--- config.mk ---
export PLATFORM = sky130hd
export DESIGN_NAME = aat_ctrl
export DESIGN_NICKNAME = d
export VERILOG_FILES = /design/src/hdl/aat_pkg.sv /design/src/hdl/aat_ctrl.sv
export SDC_FILE = /design/constraint.sdc
export NUM_CORES = 1
export LEC_CHECK = 0
export ABC_AREA = 1
export BUFFER_PORTS_ARGS = -buffer_cell sky130_fd_sc_hd__buf_2
export CAP_MARGIN = 20
export CORE_AREA = 2 2 39 41
export DETAILED_ROUTE_END_ITERATION = 10
export DIE_AREA = 0 0 41 43
export PLACE_DENSITY = 0.55
export SETUP_SLACK_MARGIN = 0.5
export SLEW_MARGIN = 20
export SYNTH_ARGS = -nofsm -noshare
export SYNTH_HDL_FRONTEND = slang
export SYNTH_SLANG_ARGS = --single-unit
--- constraint.sdc ---
create_clock -name aclk -period 1.36 [get_ports aclk]
set_input_delay 0.408 -clock aclk [delete_from_list [all_inputs] [get_ports aclk]]
set_output_delay 0.408 -clock aclk [all_outputs]
set_load 0.005 [all_outputs]
--- src/hdl/aat_pkg.sv ---
// ---------------------------------------------------------------------------
// aat_pkg
// Types, codes and constants of the box affine transform block.
// ---------------------------------------------------------------------------
`default_nettype none

package aat_pkg;

    localparam int FIELD_W          = 32;
    localparam int FRAC_BITS_DEF    = 16;
    localparam int COORD_WIDTH_DEF  = 32;
    localparam int DEPTH_BIAS_W     = 31;
    localparam int DEPTH_BIAS_RESET = 655;
    localparam int NUM_AXES         = 3;
    localparam int NUM_COEFS        = 4;
    localparam int AXIS_W           = 2;
    localparam int ROW_SEL_W        = 2;
    localparam int IN_TDATA_W       = 10 * FIELD_W;
    localparam int IN_TUSER_W       = 1 + ROW_SEL_W;
    localparam int OUT_TDATA_W      = 6 * FIELD_W;
    localparam int PADDR_W          = 3;
    localparam int PDATA_W          = 32;

    // tdata field slots of the request channel
    localparam int SLOT_COEF_X  = 0;
    localparam int SLOT_COEF_T  = 3;
    localparam int SLOT_BOX_MIN = 4;
    localparam int SLOT_BOX_MAX = 7;

    localparam logic [ROW_SEL_W-1:0] ROW_NONE       = 2'd3;
    localparam logic [0:0]           REG_DEPTH_BIAS = 1'b0;

    typedef enum logic [0:0] {
        REQ_LOAD = 1'b0,
        REQ_BOX  = 1'b1
    } req_type_t;

    typedef enum logic [1:0] {
        ST_IDLE,
        ST_ISSUE,
        ST_WAIT,
        ST_PUSH
    } state_t;

    typedef struct packed {
        logic              load;
        logic              capture;
        logic              issue;
        logic [AXIS_W-1:0] axis;
        logic              push;
    } cmd_t;

    typedef struct packed {
        logic last_done;
    } status_t;

endpackage

`default_nettype wire

--- src/hdl/aat_ctrl.sv ---
// ---------------------------------------------------------------------------
// aat_ctrl
// Sequencer: takes requests, steps the datapath over the three output axes
// and owns the result valid flag.
// ---------------------------------------------------------------------------
`default_nettype none

module aat_ctrl (
    input  wire logic              aclk,
    input  wire logic              aresetn,
    input  wire logic              s_valid,
    output logic                   s_ready,
    input  wire aat_pkg::req_type_t req_type,
    output logic                   m_valid,
    input  wire logic              m_ready,
    output aat_pkg::cmd_t          cmd,
    input  wire aat_pkg::status_t  status
);

    aat_pkg::state_t                 state_reg, state_next;
    logic [aat_pkg::AXIS_W-1:0]      axis_reg, axis_next;
    logic                            out_valid_reg, out_valid_next;

    always_ff @(posedge aclk) begin
        if (!aresetn) begin
            state_reg     <= aat_pkg::ST_IDLE;
            axis_reg      <= '0;
            out_valid_reg <= 1'b0;
        end else begin
            state_reg     <= state_next;
            axis_reg      <= axis_next;
            out_valid_reg <= out_valid_next;
        end
    end

    always_comb begin
        state_next     = state_reg;
        axis_next      = axis_reg;
        out_valid_next = out_valid_reg;
        s_ready        = 1'b0;
        cmd            = '0;
        if (out_valid_reg && m_ready) begin
            out_valid_next = 1'b0;
        end
        unique case (state_reg)
            aat_pkg::ST_IDLE: begin
                s_ready = 1'b1;
                if (s_valid) begin
                    if (req_type == aat_pkg::REQ_BOX) begin
                        cmd.capture = 1'b1;
                        axis_next   = '0;
                        state_next  = aat_pkg::ST_ISSUE;
                    end else begin
                        cmd.load = 1'b1;
                    end
                end
            end
            aat_pkg::ST_ISSUE: begin
                cmd.issue = 1'b1;
                cmd.axis  = axis_reg;
                if (axis_reg == aat_pkg::AXIS_W'(aat_pkg::NUM_AXES - 1)) begin
                    state_next = aat_pkg::ST_WAIT;
                end else begin
                    axis_next = axis_reg + 1'b1;
                end
            end
            aat_pkg::ST_WAIT: begin
                if (status.last_done) begin
                    state_next = aat_pkg::ST_PUSH;
                end
            end
            aat_pkg::ST_PUSH: begin
                if (!out_valid_reg || m_ready) begin
                    cmd.push       = 1'b1;
                    out_valid_next = 1'b1;
                    state_next     = aat_pkg::ST_IDLE;
                end
            end
            default: begin
                state_next = aat_pkg::ST_IDLE;
            end
        endcase
    end

    assign m_valid = out_valid_reg;

endmodule

`default_nettype wire

; ---- Yosys cells after proc, flatten, opt, wreduce, memory -nomap -nowiden
; Cells that the tools add are included.
[word_totals]
out_inout_bits = 8
elab_cells = 42
input_bits = 6
regBits = 5
[op_classes]
reduce_logical = 7
eq_ne = 10
add_sub_neg = 1
muxes = 21
[op_table]
columns = op, n
row1 = $mux W2, 10
row2 = $ne A2 B2 Y1 const B, 6
row3 = $mux W1, 8
row4 = $pmux W2 S4, 1
row5 = $eq A2 B2 Y1 const B, 3
row6 = $reduce_and A5 Y1, 1
row7 = $pmux W2 S2, 1
row8 = $reduce_and A4 Y1, 1
row9 = $mux W3, 1
row10 = $add A2 B1 Y2 const B, 1
row11 = $eq A2 B1 Y1 const B, 1
row12 = $logic_not A2 Y1, 1
row13 = $reduce_bool A2 Y1, 1
row14 = $logic_and A1 B1 Y1, 1
row15 = $logic_not A1 Y1, 1
row16 = $logic_or A1 B1 Y1, 1

; ---- Logic depth before layout (Yosys ltp)
[depth]
depth_word = 4
mapped_depth = 9

; ---- Least setup slack after synthesis
; No wires, ideal clock.
[synth_path]
path_kind = flip-flop to output port
start = reg state_reg[0]
end = out cmd[4] (netlist name)
slack_ns = 0.156
arrival_time_ns = 0.796
n_path_buf = 0
stages_incl_launch_ff = 5
cell_sequence = dfxtp_1 > inv_1 > ha_1 > inv_1 > nor2_1
[synth_lines]
columns = element, line_no
row1 = start: declaration, aat_ctrl.sv:20  ; aat_pkg::state_t state_reg, state_next;
row2 = start signal: assignment, aat_ctrl.sv:26  ; state_reg <= aat_pkg::ST_IDLE;
row3 = start signal: assignment, aat_ctrl.sv:30  ; state_reg <= state_next;
row4 = end: declaration, aat_ctrl.sv:16  ; output aat_pkg::cmd_t cmd,

==> out/metrics.csv <==
stage,metric,value,unit
status,status,finished with violations,
status,failing checks,negative setup slack,
yosys,count of synthesis-stage warnings from yosys,0,
detailed_routing,DRT iter0 DRCs,6,
timing,final slew viol count,0,
worst_setup_path,CP arrival,1080,ps
worst_setup_path,Crit Path Category,register to output port,
timing,worst relative slew slack,0.859,
placed_design,Final HPWL DP,618,um
timing,Achievable Freq,672,MHz
power_and_ir_drop,clock share of power,0.107,
yosys,ys flop type,dfxtp_1,
yosys,synth unique cells,13,
worst_setup_path,CP startpoint,state_reg[1],
min_path,Min-Delay Startpoint,aresetn,
worst_setup_path,CP peak stage delay,360,ps
timing,final setup vio count,7,
power_and_ir_drop,power per cell area,2360,nW/um2
floorplan,Die W,41,um
power_and_ir_drop,Logic pwr share,0.688,
worst_setup_path,R2R Path Start,state_reg[1],
power_and_ir_drop,Net Sw Frac,0.438,
power_and_ir_drop,switching component of the power,0.690,mW
power_and_ir_drop,VDD IR max,1220,uV
worst_setup_path,Top delay family on crit path,flip-flops,
power_and_ir_drop,P_leak,0.343,nW
worst_setup_path,Worst R2R End,axis_reg[0],
cts,H-tree depth,1,
cts,CTS tree,built,
yosys,post-synthesis sequential area ratio,0.271,
floorplan,die area,1760,um2
global_routing,largest net degree at the start of global routing,6,
global_routing,initial antenna violation count,0,
min_path,HP Class,input port to register,
global_routing,GRT Total Usage,0.110,
floorplan,Site Rows,14,
yosys,Mapped Avg Cell Area,6.15,um2
timing,Setup Skew,2.67,ps
yosys,"Net Count, Synth",71,
yosys,"Async S/R FF share, synth",0,
flow_run,Max Cap Viol,0,
cts,CTS Buf Count,3,
worst_setup_path,slowest CP cell,dfxtp_4,
yosys,ranking of synthesized cells by area,"dfxtp_1, ha_1, inv_1",
detailed_routing,vias post-DR,435,
placed_design,placed inst area,490,um2
worst_setup_path,R2R cell count,8,
placed_design,port buffer count,13,
global_routing,number of global-route vias before repair,329,
yosys,Synth top cells by count,"inv_1, nor2_1, nand2_1",
power_and_ir_drop,sequential share of power,0.205,
worst_setup_path,Worst setup SP type,register,
worst_setup_path,worst endpoint required time,950,ps
detailed_routing,Routed Antenna Nets,0,
cts,clock net sink count,5,
placed_design,gp weighted congestion,0.694,
yosys,Syn Inst Count,60,
worst_setup_path,worst reg-to-reg setup slack,0,ps
worst_setup_path,crit end category,output port,
min_path,Hold EP,axis_reg[1],
detailed_routing,DR WL/cell,8.83,um
timing,Worst Tran Pin Value,211,ps
yosys,top cell type by total area after synthesis,dfxtp_1,
yosys,"EDFF count, synth",0,
cells_and_area,ANT cells,0,
yosys,"flops & latches, synth",5,
cells_and_area,Area Overhead vs Synth,81.4,%
cts,Skew-Pair Late Insertion Delay,240,ps
cells_and_area,share of layout cells above drive strength 1,0.614,
power_and_ir_drop,P_int,0.887,mW
cells_and_area,Layout Nets,95,
cts,"CTS clk-pin slew, worst paths",40,ps
detailed_routing,drt drc,0,
detailed_routing,vias per cell,4.39,
global_routing,first-pass GRT wire length,1250,um
timing,final setup TNS,-594,ps
timing,fin crit period,1490,ps
cells_and_area,Final Instance Area,669,um2
timing,"Hold Vio Cnt, Final",0,
timing,period utilization,1.09,
floorplan,Starting Density,0.267,
global_routing,gr ovfl total,0,
floorplan,die height,43,um
floorplan,I/O pin cnt,14,
timing,final setup margin,-129,ps
cts,root buffer cell,clkbuf_4,
worst_setup_path,CP Cell Sequence,inv_4 -> ha_4 -> nand2_2 -> nor2_2 -> buf_2,
detailed_routing,drt pass-1 iters,2,
timing,RSZ-0062 raised after global routing,yes,
worst_setup_path,Worst Path Buf+Inv,2,
detailed_routing,total wire length,874,um
yosys,synthesized area,369,um2
floorplan,Core Footprint,1380,um2
cts,Max clock buf depth,2,
power_and_ir_drop,Tot Pwr,1.58,mW
yosys,top cell type's share of synthesized area,0.271,
worst_setup_path,critical path peak fanout,5,
min_path,hold path depth,3,
final cells by class:
cell class | count | area [um2]
well taps | 16 | 20.0
flip-flops and latches | 5 | 110
fillers | 151 | 714
repair buffers | 19 | 130
clock buffers | 4 | 26.3
inverters | 15 | 63.8
multi-input cells | 40 | 319
routing by layer:
metal  wire [um]  vias up  track usage  share of wire
li1            -      230            -              -
met1         378      183        0.134           0.43
met2         407       17        0.147           0.47
met5           0        -            0              0
met3          53        5       0.0157          0.061
met4          34        0        0.120          0.039
placed cells by master, fill, tap and decap left out:
cell type and instances:
a21boi_0 1, a21oi_2 1, buf_2 11, buf_4 4, buf_6 4, clkbuf_1 1
clkbuf_4 3, dfxtp_1 1, dfxtp_2 2, dfxtp_4 2, ha_1 1, ha_4 4
inv_1 8, inv_2 4, inv_4 3, nand2_1 6, nand2_2 5, nand2_4 1
nand3_1 1, nand3_4 1, nand4_1 2, nor2_1 10, nor2_2 3, nor2_4 1
o21ai_1 1, o21ai_2 2
logic make-up after synthesis:
| kind of cell | Yosys count | share of synthesized area |
|---|---|---|
| compound gates | 5 | 0.0746 |
| buf+inv | 15 | 0.153 |
| simple gates | 30 | 0.332 |
| fa+ha+maj | 5 | 0.169 |
| flops | 5 | 0.271 |
through the flow:
step	std cells	hold WS [ps]	setup WS, ps	util
CTS	97	426	-106	0.442
finish	99	430	-129	0.484
global route	99	429	-203	0.484
floorplan	60	470	238	-
global placement	89	498	126	0.354
detailed placement	89	499	136	0.354
worst min-delay path, cell delays in order:
cell and delay [ps]:
buf_2 130, o21ai_2 50, nor2_1 40
power by group through the flow:
| stage | Clock (mW) | Combinational (mW) | Sequential (mW) |
|---|---|---|---|
| 2_1_floorplan | 0 | 0.520 | 0.279 |
| 3_3_place_gp | 0 | 0.669 | 0.288 |
| 3_5_place_dp | 0 | 0.667 | 0.291 |
| 4_1_cts | 0.177 | 0.882 | 0.314 |
| 5_1_grt | 0.199 | 1.19 | 0.335 |
| 6_report | 0.169 | 1.08 | 0.323 |
how the worst max path moves through the flow:
stage / to / slack (ps) / cells past startpoint
4_1_cts: cmd[5] / -110 / 5
5_1_grt: cmd[5] / -200 / 5
2_1_floorplan: cmd[5] / 240 / 4
3_5_place_dp: cmd[0] / 140 / 4
3_3_place_gp: cmd[0] / 130 / 4
6_report: cmd[5] / -130 / 5
repair_timing:
item	CTS	global route
pin swaps	12	16
resized for setup	17	14
hold buffers	0	0
setup buffers	4	2
setup endpoints to repair	12	12
No activity file was read; power rests on OpenSTA's default activity.
